$ cat src/rtl/assert_macros.svh
// Assertion macros shared by the RTL files.
// Depends on nothing; SYNTH removes the checks.
`ifndef ASSERT_MACROS_SVH
`define ASSERT_MACROS_SVH
`ifndef SYNTH
`define CHK_IMPL(label, clk, rst_n, ante, cons) \
	label: assert property (@(posedge clk) disable iff (!rst_n) (ante) |-> (cons)) \
	else $error("check failed");
`define CHK_NEXT(label, clk, rst_n, ante, cons) \
	label: assert property (@(posedge clk) disable iff (!rst_n) (ante) |=> (cons)) \
	else $error("check failed");
`else
`define CHK_IMPL(label, clk, rst_n, ante, cons)
`define CHK_NEXT(label, clk, rst_n, ante, cons)
`endif
`endif

$ cat src/rtl/rau_pkg.sv
// Package for the rational accumulator: widths, beat types, mode codes.
// Depends on nothing.
package rau_pkg;
	localparam int W = 32;
	localparam int W2 = 2 * W;

	typedef enum logic [2:0] {
		MODE_LOAD   = 3'd0,
		MODE_ADD    = 3'd1,
		MODE_SUB    = 3'd2,
		MODE_MUL    = 3'd3,
		MODE_SWAP   = 3'd4,
		MODE_REDUCE = 3'd5
	} mode_t;

	typedef struct packed {
		logic [2:0]    mode;
		logic [W-1:0]  operand_numerator;
		logic [W-1:0]  operand_denominator;
	} in_beat_t;

	typedef struct packed {
		logic [W-1:0]  result_numerator;
		logic [W-1:0]  result_denominator;
		logic [W-1:0]  common_divisor;
		logic          overflow;
		logic          zero_divisor;
	} out_beat_t;

	// Magnitude divide request / reply between sequencer and divider
	typedef struct packed {
		logic          start;
		logic [W-1:0]  dividend;
		logic [W-1:0]  divisor;
	} div_req_t;

	typedef struct packed {
		logic          done;
		logic [W-1:0]  quotient;
		logic [W-1:0]  remainder;
	} div_rsp_t;

	function automatic logic [W-1:0] magn(input logic [W-1:0] x);
		magn = x[W-1] ? (~x + 1'b1) : x;
	endfunction
endpackage

$ cat src/rtl/rau_div.sv
// Unsigned restoring divider, one quotient bit per cycle.
// Depends on rau_pkg and assert_macros.svh.
`include "assert_macros.svh"
module rau_div import rau_pkg::*; (
	input  logic      clk,
	input  logic      arst_n,
	input  div_req_t  req,
	output div_rsp_t  rsp
);
	localparam int CW = $clog2(W + 1);

	logic [W-1:0]  rem_q, quo_q, dvs_q;
	logic [CW-1:0] cnt_q;
	logic          busy_q, done_q;
	logic [W:0]    trial;
	logic [W:0]    shifted;

	// Shift one dividend bit in and try a subtract
	always_comb begin
		shifted = {rem_q, quo_q[W-1]};
		trial = shifted - {1'b0, dvs_q};
	end

	always_ff @(posedge clk or negedge arst_n) begin
		if (!arst_n) begin
			busy_q <= 1'b0;
			done_q <= 1'b0;
			cnt_q <= '0;
		end else begin
			done_q <= 1'b0;
			if (req.start) begin
				busy_q <= 1'b1;
				cnt_q <= CW'(W);
			end else if (busy_q) begin
				cnt_q <= cnt_q - 1'b1;
				if (cnt_q == CW'(1)) begin
					busy_q <= 1'b0;
					done_q <= 1'b1;
				end
			end
		end
	end

	always_ff @(posedge clk) begin
		if (req.start) begin
			rem_q <= '0;
			quo_q <= req.dividend;
			dvs_q <= req.divisor;
		end else if (busy_q) begin
			if (!trial[W]) begin
				rem_q <= trial[W-1:0];
				quo_q <= {quo_q[W-2:0], 1'b1};
			end else begin
				rem_q <= shifted[W-1:0];
				quo_q <= {quo_q[W-2:0], 1'b0};
			end
		end
	end

	assign rsp.done = done_q;
	assign rsp.quotient = quo_q;
	assign rsp.remainder = rem_q;

	`CHK_IMPL(a_done_not_busy, clk, arst_n, done_q, !busy_q)
	`CHK_NEXT(a_start_busy, clk, arst_n, req.start, busy_q)
	`CHK_IMPL(a_cnt_live, clk, arst_n, busy_q, cnt_q != '0)
endmodule

$ cat src/rtl/rational_accumulator_unit_core.sv
// Top level of the rational accumulator: sequencer, shared multiplier, shared divider.
// Depends on rau_pkg, rau_div and assert_macros.svh.
//
//  channel  | direction | handshake        | payload
//  in       | into      | in_valid/in_stall | in_beat_t
//  out      | out of    | out_valid/out_stall | out_beat_t
//
// Every beat ends with a Euclid pass for the reported GCD, each Euclid step is one
// pass of the bit-serial divider, and reduce runs Euclid twice plus two divides.
// Reset clears the held value to 0/1 and the sequencer to idle.
// in_stall is high from acceptance until the result beat enters the output register;
// a stalled result beat holds the sequencer in its last state.
`include "assert_macros.svh"
module rational_accumulator_unit_core import rau_pkg::*; (
	input  logic      clk,
	input  logic      arst_n,
	input  logic      in_valid,
	output logic      in_stall,
	input  in_beat_t  in_data,
	output logic      out_valid,
	input  logic      out_stall,
	output out_beat_t out_data
);
	typedef enum logic [12:0] {
		S_IDLE  = 13'b0000000000001,
		S_MUL   = 13'b0000000000010,
		S_MULW  = 13'b0000000000100,
		S_ADD   = 13'b0000000001000,
		S_RG    = 13'b0000000010000,
		S_RGW   = 13'b0000000100000,
		S_RQN   = 13'b0000001000000,
		S_RQNW  = 13'b0000010000000,
		S_RQD   = 13'b0000100000000,
		S_RQDW  = 13'b0001000000000,
		S_FG    = 13'b0010000000000,
		S_FGW   = 13'b0100000000000,
		S_OUT   = 13'b1000000000000
	} state_t;

	state_t        state_q;
	logic [W-1:0]  n_q, d_q, on_q, od_q;
	logic [2:0]    mode_q;
	logic          ov_q, zd_q;
	logic [1:0]    mstep_q;
	logic [W-1:0]  x_q, y_q;
	logic [W-1:0]  ga_q, gb_q;   // Euclid pair: ga is the divisor side
	logic [W-1:0]  g_q;
	logic          out_valid_q;
	out_beat_t     out_q;
	div_req_t      dreq;
	div_rsp_t      drsp;

	// Shared multiplier operands chosen by the step counter
	logic [W-1:0]  ma, mb;
	logic [W2-1:0] prod;
	logic [W-1:0]  prod_q;
	logic          prod_ov_q;
	logic          mneg;
	logic [W2-1:0] pmag;
	logic          pfit;

	always_comb begin
		ma = n_q;
		mb = od_q;
		case (mstep_q)
			2'd0: begin ma = (mode_q == MODE_MUL) ? n_q : n_q; mb = (mode_q == MODE_MUL) ? on_q : od_q; end
			2'd1: begin ma = on_q; mb = d_q; end
			2'd2: begin ma = d_q; mb = od_q; end
			default: begin ma = d_q; mb = od_q; end
		endcase
		mneg = ma[W-1] ^ mb[W-1];
		pmag = W2'(magn(ma)) * W2'(magn(mb));
		pfit = (pmag[W2-1:W] == '0) && (mneg ? (pmag[W-1:0] <= {1'b1, {(W-1){1'b0}}})
			: !pmag[W-1]);
		prod = mneg ? (~pmag + 1'b1) : pmag;
	end

	// Add/sub with overflow
	logic [W-1:0] sum;
	logic         sum_ov;
	always_comb begin
		if (mode_q == MODE_SUB) begin
			sum = x_q - y_q;
			sum_ov = (x_q[W-1] != y_q[W-1]) && (sum[W-1] != x_q[W-1]);
		end else begin
			sum = x_q + y_q;
			sum_ov = (x_q[W-1] == y_q[W-1]) && (sum[W-1] != x_q[W-1]);
		end
	end

	// Divider requests
	always_comb begin
		dreq.start = 1'b0;
		dreq.dividend = magn(gb_q);
		dreq.divisor = magn(ga_q);
		case (state_q)
			S_RG, S_FG: dreq.start = (ga_q != '0);
			S_RQN: begin
				dreq.start = 1'b1;
				dreq.dividend = magn(n_q);
				dreq.divisor = magn(g_q);
			end
			S_RQD: begin
				dreq.start = 1'b1;
				dreq.dividend = magn(d_q);
				dreq.divisor = magn(g_q);
			end
			default: ;
		endcase
	end

	rau_div u_div (.clk(clk), .arst_n(arst_n), .req(dreq), .rsp(drsp));

	logic [W-1:0] trem, squo;
	logic         qneg, qov;
	always_comb begin
		trem = gb_q[W-1] ? (~drsp.remainder + 1'b1) : drsp.remainder;
		qneg = (state_q == S_RQNW) ? (n_q[W-1] ^ g_q[W-1]) : (d_q[W-1] ^ g_q[W-1]);
		squo = qneg ? (~drsp.quotient + 1'b1) : drsp.quotient;
		qov = !qneg && drsp.quotient[W-1];
	end

	assign in_stall = (state_q != S_IDLE);
	assign out_valid = out_valid_q;
	assign out_data = out_q;

	always_ff @(posedge clk or negedge arst_n) begin
		if (!arst_n) begin
			state_q <= S_IDLE;
			n_q <= '0;
			d_q <= W'(1);
			out_valid_q <= 1'b0;
		end else begin
			// Load a beat from the sequencer, hold a stalled one, drop a taken one
			out_valid_q <= (state_q == S_OUT) || (out_valid_q && out_stall);
			case (state_q)
				S_IDLE: if (in_valid) state_q <= S_MUL;
				S_MUL: begin
					case (mode_q)
						MODE_LOAD: begin
							n_q <= on_q;
							d_q <= od_q;
							state_q <= S_FG;
						end
						MODE_ADD, MODE_SUB, MODE_MUL: state_q <= S_MULW;
						MODE_SWAP: begin
							n_q <= d_q;
							d_q <= n_q;
							state_q <= S_FG;
						end
						MODE_REDUCE: state_q <= S_RG;
						default: state_q <= S_FG;
					endcase
				end
				S_MULW: begin
					if (mode_q == MODE_MUL) begin
						if (mstep_q == 2'd0) state_q <= S_MUL;
						else begin
							n_q <= x_q;
							d_q <= prod_q;
							state_q <= S_FG;
						end
					end else if (mstep_q == 2'd3) begin
						d_q <= prod_q;
						state_q <= S_ADD;
					end else state_q <= S_MUL;
				end
				S_ADD: begin
					n_q <= sum;
					state_q <= S_FG;
				end
				S_RG, S_FG: begin
					if (ga_q == '0) begin
						if (state_q == S_FG) state_q <= S_OUT;
						else if (gb_q == '0) state_q <= S_OUT;
						else state_q <= S_RQN;
					end else state_q <= (state_q == S_RG) ? S_RGW : S_FGW;
				end
				S_RGW: if (drsp.done) state_q <= S_RG;
				S_FGW: if (drsp.done) state_q <= S_FG;
				S_RQN: state_q <= S_RQNW;
				S_RQNW: if (drsp.done) begin
					n_q <= squo;
					state_q <= S_RQD;
				end
				S_RQD: state_q <= S_RQDW;
				S_RQDW: if (drsp.done) begin
					d_q <= squo;
					state_q <= S_FG;
				end
				S_OUT: if (!out_valid_q || !out_stall) begin
					state_q <= S_IDLE;
				end
				default: state_q <= S_IDLE;
			endcase
		end
	end

	// Datapath registers
	always_ff @(posedge clk) begin
		case (state_q)
			S_IDLE: begin
				mode_q <= in_data.mode;
				on_q <= in_data.operand_numerator;
				od_q <= in_data.operand_denominator;
				ov_q <= 1'b0;
				zd_q <= 1'b0;
				mstep_q <= 2'd0;
			end
			S_MUL: begin
				prod_q <= prod[W-1:0];
				prod_ov_q <= !pfit;
				if (mode_q == MODE_REDUCE) begin
					ga_q <= n_q;
					gb_q <= d_q;
				end
				if (mode_q == MODE_LOAD || mode_q == MODE_SWAP || mode_q > MODE_REDUCE) begin
					ga_q <= (mode_q == MODE_LOAD) ? on_q : ((mode_q == MODE_SWAP) ? d_q : n_q);
					gb_q <= (mode_q == MODE_LOAD) ? od_q : ((mode_q == MODE_SWAP) ? n_q : d_q);
				end
			end
			S_MULW: begin
				ov_q <= ov_q | prod_ov_q;
				mstep_q <= (mode_q == MODE_MUL && mstep_q == 2'd0) ? 2'd2 : mstep_q + 2'd1;
				if (mstep_q == 2'd0) x_q <= prod_q;
				if (mstep_q == 2'd1) y_q <= prod_q;
				if (mode_q == MODE_MUL && mstep_q == 2'd2) begin
					ga_q <= x_q;
					gb_q <= prod_q;
				end
				if (mode_q != MODE_MUL && mstep_q == 2'd3) gb_q <= prod_q;
			end
			S_ADD: begin
				ov_q <= ov_q | sum_ov;
				ga_q <= sum;
			end
			S_RG: if (ga_q == '0) begin
				g_q <= gb_q;
				if (gb_q == '0) zd_q <= 1'b1;
			end
			S_RGW, S_FGW: if (drsp.done) begin
				gb_q <= ga_q;
				ga_q <= trem;
			end
			S_RQNW: if (drsp.done) ov_q <= ov_q | qov;
			S_RQDW: if (drsp.done) begin
				ov_q <= ov_q | qov;
				ga_q <= n_q;
				gb_q <= squo;
			end
			// Load the result beat only once the output register is free
			S_OUT: if (!out_valid_q || !out_stall) begin
				out_q.result_numerator <= n_q;
				out_q.result_denominator <= d_q;
				out_q.common_divisor <= gb_q;
				out_q.overflow <= ov_q;
				out_q.zero_divisor <= zd_q;
			end
			default: ;
		endcase
	end

	`CHK_IMPL(a_stall_busy, clk, arst_n, state_q != S_IDLE, in_stall)
	`CHK_IMPL(a_onehot, clk, arst_n, 1'b1, $onehot(state_q))
	`CHK_NEXT(a_out_from_seq, clk, arst_n, $rose(out_valid_q) == 1'b0 && state_q == S_OUT && !out_valid_q, out_valid_q)
endmodule

$ cat config.mk
export PLATFORM = sky130hd
export DESIGN_NAME = rational_accumulator_unit_core
export DESIGN_NICKNAME = d
export VERILOG_FILES = /design/src/rtl/rau_pkg.sv /design/src/rtl/rau_div.sv /design/src/rtl/rational_accumulator_unit_core.sv
export VERILOG_INCLUDE_DIRS = /design/src /design/src/rtl
export SDC_FILE = /design/constraint.sdc
export NUM_CORES = 2
export LEC_CHECK = 0
export ABC_AREA = 1
export BUFFER_PORTS_ARGS = -buffer_cell sky130_fd_sc_hd__buf_4
export CAP_MARGIN = 20
export CELL_PAD_IN_SITES_DETAIL_PLACEMENT = 1
export CELL_PAD_IN_SITES_GLOBAL_PLACEMENT = 1
export CORE_ASPECT_RATIO = 1.25
export CORE_UTILIZATION = 30
export CTS_BUF_LIST = sky130_fd_sc_hd__clkbuf_8
export DETAILED_ROUTE_END_ITERATION = 8
export PLACE_DENSITY = 0.57
export SYNTH_ARGS = -nofsm -noshare
export SYNTH_HDL_FRONTEND = slang
export SYNTH_SLANG_ARGS = --single-unit
$ cat constraint.sdc
create_clock -name clk -period 11.7 [get_ports clk]
set_input_delay 1.17 -clock clk [delete_from_list [all_inputs] [get_ports clk]]
set_output_delay 1.17 -clock clk [all_outputs]
set_load 0.1 [all_outputs]
# [Word-level counts from Yosys, hierarchy flattened]
# Cells that the tools add are included.
[totals] input_bits=71 elab_cells=234 output_inout_bits=100 register_bits=544
[op_classes] reduce_logical=48 n_eq_ne=46 bitwise=16 n_mul=1 n_addsub=15 mux=78 order_cmp=2
[op_table] op="32-bit 2-to-1 mux" n=35
[op_table] op="32-bit by 1-bit adder with 32-bit output, second input constant" n=10
[op_table] op="32-bit inverter" n=10
[op_table] op="32-bit case mux with 2 select lines" n=4
[op_table] op="32-bit case mux with 4 select lines" n=2
[op_table] op="32-bit case mux with 5 select lines" n=1
[op_table] op="13-bit case mux with 11 select lines" n=1
[op_table] op="64-bit case mux with 2 select lines" n=1
[op_table] op="13-bit 2-to-1 mux" n=9
[op_table] op="32-bit logical NOT" n=3
[op_table] op="32-bit case mux with 3 select lines" n=1
[op_table] op="32-bit by 32-bit multiplier with 64-bit output" n=1
[op_table] op="33-bit by 32-bit subtractor with 33-bit output" n=1
[op_table] op="32-bit adder" n=1
[op_table] op="32-bit less-or-equal comparator, second input constant" n=1
[op_table] op="32-bit nonzero test" n=1
[op_table] op="32-bit subtractor" n=1
[op_table] op="5-bit AND reduction" n=5
[op_table] op="11-bit case mux with 2 select lines" n=1
[op_table] op="2-bit by 1-bit inequality test with 1-bit output, second input constant" n=9
[op_table] op="3-bit inequality test, second input constant" n=5
[op_table] op="13-bit by 1-bit equality test with 1-bit output, second input constant" n=1
[op_table] op="13-bit by 10-bit equality test with 1-bit output, second input constant" n=1
[op_table] op="13-bit by 11-bit equality test with 1-bit output, second input constant" n=1
[op_table] op="48 further kinds" n=100

# [Longest topological paths before layout]
[logic_depth] ltp_word=11 depth_mapped=56 ltp_nobuf=51

# [Modules after synthesis]
# A second synthesis with hierarchy kept.
[hier_totals] cells_unflattened=10130 hier_area_um2=74541.5
[modules_own_cells] module="rational_accumulator_unit_core" seq_area_each_um2=12824.8 cells_per_inst=9104 instances=1 area_per_inst_um2=67604.8
[modules_own_cells] module="rau_div" seq_area_each_um2=2762.6 cells_per_inst=1026 instances=1 area_per_inst_um2=6936.7

# [Worst setup path before layout]
# OpenSTA, ideal clock, no wires.
[synth_path] path_type="reg-to-reg" startpoint="register mstep_q[1]" endpoint="register prod_q[29], data pin" synth_period_minus_slack_ns=9.229 setup_time_ns=0.249 path_stages_with_launch=53 setup_slack_ns=2.471 arrival_ns=8.980 n_path_buf=5 cell_sequence="edfxtp_1 > inv_1 > ha_1 > buf_2 > inv_2 > buf_6 > o22ai_1 > inv_1 > o21ai_1 > buf_2 > clkinv_1 > clkbuf_1 > ha_1 > nand3_1 > nor2_1 > nand4_1 > o21ai_1 > or2_2 > [17 not listed] > ha_1 > nand2_1 > nor2_1 > nand2_1 > inv_1 > nand2_1 > nand2_1 > nand2_1 > nand2_1 > nand2_1 > nand2_1 > nand2_1 > nor2_1 > nand2_1 > o21ai_0 > nand2_1 > nand2_1 > inv_1"
[synth_via] elab_chain_len=9 word_cells_on_any_way=15 cone_classes="3 x add/sub; 1 x mul; 1 x eq/ne; 5 x mux; 4 x bitwise; 1 x reduce/logical"
[synth_lines] item="from (decl)" line="rational_accumulator_unit_core.sv:44" rtl="logic [1:0] mstep_q;"
[synth_lines] item="from (signal assigned)" line="rational_accumulator_unit_core.sv:224" rtl="mstep_q <= (mode_q == MODE_MUL && mstep_q == 2'd0) ? 2'd2 : mstep_q + 2'd1;"
[synth_lines] item="2-bit by 1-bit equality test with 1-bit output or 2-bit logical NOT (tied branches)" line="rational_accumulator_unit_core.sv:65" rtl="case (mstep_q)"
[synth_lines] item="32-bit case mux with 2 select lines" line="rational_accumulator_unit_core.sv:65"
[synth_lines] item="32-bit inverter" line="rau_pkg.sv:44" rtl="magn = x[W-1] ? (~x + 1'b1) : x;"
[synth_lines] item="32-bit by 1-bit adder with 32-bit output" line="rau_pkg.sv:44"
[synth_lines] item="32-bit 2-to-1 mux" line="rau_pkg.sv:44"
[synth_lines] item="32-bit by 32-bit multiplier with 64-bit output" line="rational_accumulator_unit_core.sv:72" rtl="pmag = W2'(magn(ma)) * W2'(magn(mb));"
[synth_lines] item="32-bit inverter" line="rational_accumulator_unit_core.sv:75" rtl="prod = mneg ? (~pmag + 1'b1) : pmag;"
[synth_lines] item="32-bit by 1-bit adder with 32-bit output" line="rational_accumulator_unit_core.sv:75"
[synth_lines] item="32-bit 2-to-1 mux *" line="rational_accumulator_unit_core.sv:75"
[synth_lines] item="named net prod[29]" line="rational_accumulator_unit_core.sv:55" rtl="logic [W2-1:0] prod;"
[synth_lines] item="to (signal assigned)" line="rational_accumulator_unit_core.sv:211" rtl="prod_q <= prod[W-1:0];"
[synth_lines] item="to (decl)" line="rational_accumulator_unit_core.sv:56" rtl="logic [W-1:0] prod_q;"
# The timed path passes the listed nets; every way through them passes the cells marked *.
# A chain may end at the register's enable or synchronous reset.

# [Final worst setup path]
[layout_path] startpoint="register mstep_q[0]" endpoint="register prod_q[29], data pin"
# Same word-level chain as after synthesis.

==> results.cfg <==
[yosys]
synth_edf_count = 426
synth.avg_cell_area_um2 = 7.47
netlist_area_mm2 = 0.0744
ys_top_cells_by_area = fa_1 24%, edfxtp_1 17%, nand2_1 11%
yosysTopAreaCell = fa_1
synth_cells = 9957
yosysSeqAreaShare_pct = 21.0
synth_seq_cells = 544
synth_top_area_share_pct = 24.2
synthDistinctLibCells = 72
async_reset_ff_share_pct = 15.8
yosysWarnings = 0
synth_flop_cell = edfxtp_1
synth_fp_nets = 11300

[timing]
max_slew_margin_pct = -1.29
grt_setup_unrepaired = no
fin_crit_sh_pct = 95.0
worst_clock_skew_ns = 0.105
period_minus_slack_ns = 11.11
hold_viol_final = 0
tns_ns = 0
setup_viol = 0
tightest_slew_ns = 1.52
slew_viol_final = 1
clock.fmax_mhz = 90.0

[critical_path]
cp_slowest_cell = nand2_1
r2r_setup_slack_ns = 0.59
startpoint_type = flop
cp_common_cell = nand2_1
crit_start = mstep_q[0]
reg2reg_to = prod_q[29]
cp-end-kind = flop
r2r_cells = 43
crit_type = flop to flop
regToRegStartpoint = mstep_q[0]
crit_end = prod_q[29]
crit_path_max_incr_delay_ns = 0.63
cp.arrival_ns = 11.71
required_ns = 12.29
cp_max_fo = 18

[floorplanning]
die_area_mm2 = 0.250
core_mm2 = 0.247
initial_core_util_pct = 30.1
num_io_pins = 171
rows = 204
die_h_um = 559
die_x_um = 447

[global_routing]
grt_overflow = 0
grt_pass1_vias = 75600
grt_pass1_wl_um = 563000
track_usage_pct = 32.0
antenna_found_initial = 19
grt_max_degree = 72

[place]
gp_congestion = 1.00
dpl_cell_area_mm2 = 0.0798
placement.io_buffers = 170
hpwl_um = 338000

[cts]
cts.htree.levels = 3
ctsLongestPathBuffers = 3
cts_sinks = 544
clk_pin_slew_ns = 0.06
tritoncts = done
cts-root-buf = clkbuf_8
cts-buffers-inserted = 100
clock_latency_ns = 0.88

[finish]
final_cell_area_mm2 = 0.0821
area_delta_synth_final_pct = 10.4
drive_gt1_share_pct = 6.84
nets = 11400

[drt]
drtPass1Iterations = 6
dr.first_iter.drc_count = 4916
vias = 71000
antenna_left = 0
post-route-drc-count = 0
wl_per_cell_um = 29.9
drt-total-wl_um = 403000
viasPerCell = 5.26

[outcome]
outcome = complete, but fails checks
violations = max-slew violations

[worst_hold_path]
hp-class = primary input to async pin

[flow_run]
cap_violations = 0
## layout make-up
cell class	instances	area, µm²
timing repair buffer	370	2810
clock inverter	82	742
inverter	1897	7130
fill	30400	165000
antenna	24	60.1
multi-input combinational	7171	50200
sequential	544	15600
clock buffer	108	1490
tap	3296	4120
## state kept, by name, indices dropped and copies added (netlist names), 13 cells and up
| register | count |
|---|---|
| out_data | 98 |
| state_q | 13 |
| d_q | 32 |
| n_q | 32 |
| x_q | 32 |
| u_div.rem_q | 32 |
| g_q | 32 |
| y_q | 32 |
| ga_q | 32 |
| u_div.dvs_q | 32 |
| od_q | 32 |
| u_div.quo_q | 32 |
| prod_q | 32 |
| gb_q | 32 |
| on_q | 32 |
## cells by family after synthesis
kind of cell | synth area share [%]
xor gates and xnor gates | 1.94
adders and majority gates | 30.5
AOI/OAI and AO/OA | 9.61
DFF | 21.0
buffers and inverters | 11.8
and+or+nand+nor | 25.2
## worst min-delay path by stage
stage / startpoint / to / slack, ns / depth (start not counted)
2_1_floorplan: zd_q / out_data[0] / 0.40 / 0
3_3_place_gp: zd_q / out_data[0] / 0.42 / 0
3_5_place_dp: zd_q / out_data[0] / 0.42 / 0
4_1_cts: arst_n / d_q[16] / 0.36 / 1
5_1_grt: arst_n / d_q[16] / 0.37 / 1
6_report: arst_n / d_q[16] / 0.35 / 1
## stage by stage
stage / setup WS [ns] / instances / util, % / hold WS [ns]
finish: 0.585 / 13500 / 33.3 / 0.351
global route: 0.0677 / 13500 / 33.2 / 0.365
CTS: 0.518 / 13500 / 33.2 / 0.356
detailed placement: 0.568 / 13300 / 32.3 / 0.416
global placement: 0.689 / 13300 / 32.3 / 0.416
floorplan: 2.47 / 9957 / - / 0.400
## cells in the final DEF, fill, tap and decap left out, types with 11 or more instances in the layout
| cell | synthesis | final |
|---|---|---|
| nand2_1 | 2228 | 2227 |
| inv_1 | 1835 | 1859 |
| nor2_1 | 1340 | 1330 |
| fa_1 | 899 | 899 |
| nand3_1 | 614 | 613 |
| edfxtp_1 | 426 | 426 |
| o21ai_0 | 419 | 413 |
| ha_1 | 373 | 373 |
| a21oi_1 | 369 | 368 |
| buf_4 | 26 | 366 |
| xor2_1 | 130 | 126 |
| clkbuf_8 | 0 | 108 |
| nor3_1 | 103 | 103 |
| nand4_1 | 94 | 94 |
| dfrtp_1 | 84 | 84 |
| o22ai_1 | 73 | 73 |
| o221ai_1 | 53 | 53 |
| o211ai_1 | 46 | 46 |
| o21bai_1 | 42 | 42 |
| inv_2 | 41 | 41 |
| nand3b_1 | 39 | 39 |
| clkinv_1 | 19 | 35 |
| a22oi_1 | 33 | 33 |
| dfxtp_1 | 32 | 32 |
| a31oi_1 | 26 | 26 |
| diode_2 | 0 | 24 |
| xnor2_1 | 24 | 24 |
| nor4_1 | 23 | 23 |
| a21o_1 | 23 | 23 |
| a221oi_1 | 20 | 20 |
| nand2_2 | 19 | 20 |
| o21ai_1 | 13 | 18 |
| nor2_2 | 9 | 17 |
| or2_2 | 17 | 17 |
| clkinv_2 | 0 | 14 |
| a21oi_2 | 15 | 14 |
| o2111ai_1 | 13 | 13 |
| nand2_4 | 11 | 11 |
| bufinv_16 | 0 | 11 |
## per-layer routing
metal | global-route usage [%] | share of wire, % | vias to the layer above
met3 | 3.23 | 4.0 | 905
met4 | 27.6 | 10 | 6
met5 | 0 | 0.0077 | -
li1 | - | - | 31500
met1 | 33.9 | 36 | 36300
met2 | 56.7 | 50 | 2219
## cells in the mapped netlist (6+ instances only)
cell,n
a211oi_1,9
a21boi_0,9
a21o_1,23
a21oi_1,369
a21oi_2,15
a221oi_1,20
a22oi_1,33
a31oi_1,26
and2_1,7
buf_1,7
buf_2,125
buf_4,26
buf_6,16
clkbuf_1,171
clkinv_1,19
dfrtp_1,84
dfxtp_1,32
edfxtp_1,426
fa_1,899
ha_1,373
inv_1,1835
inv_2,41
nand2_1,2228
nand2_2,19
nand2_4,11
nand3_1,614
nand3_2,9
nand3b_1,39
nand4_1,94
nor2_1,1340
nor2_2,9
nor3_1,103
nor4_1,23
o2111ai_1,13
o211ai_1,46
o21ai_0,419
o21ai_1,13
o21ai_2,6
o21bai_1,42
o221ai_1,53
o22ai_1,73
o31ai_1,9
or2_2,17
xnor2_1,24
xor2_1,130
## critical path, delay by kind of cell, from the launching register on
family,cells,cell delay [ns]
compound gates,4,0.90
fa+ha+maj,10,4.88
buf+inv,9,1.17
flops,1,0.41
simple gates,20,3.46
## timing repair
item / 4_1_cts / 5_1_grt
setup buffers: 0 / 2
endpoints found under the setup margin: 0 / 8
resized for setup: 0 / 1
hold endpoints to repair: 0 / 0
hold buffers: 0 / 0
Power is not shown: default switching activity piles up to over one toggle a cycle in this logic, so the estimate is an artifact.
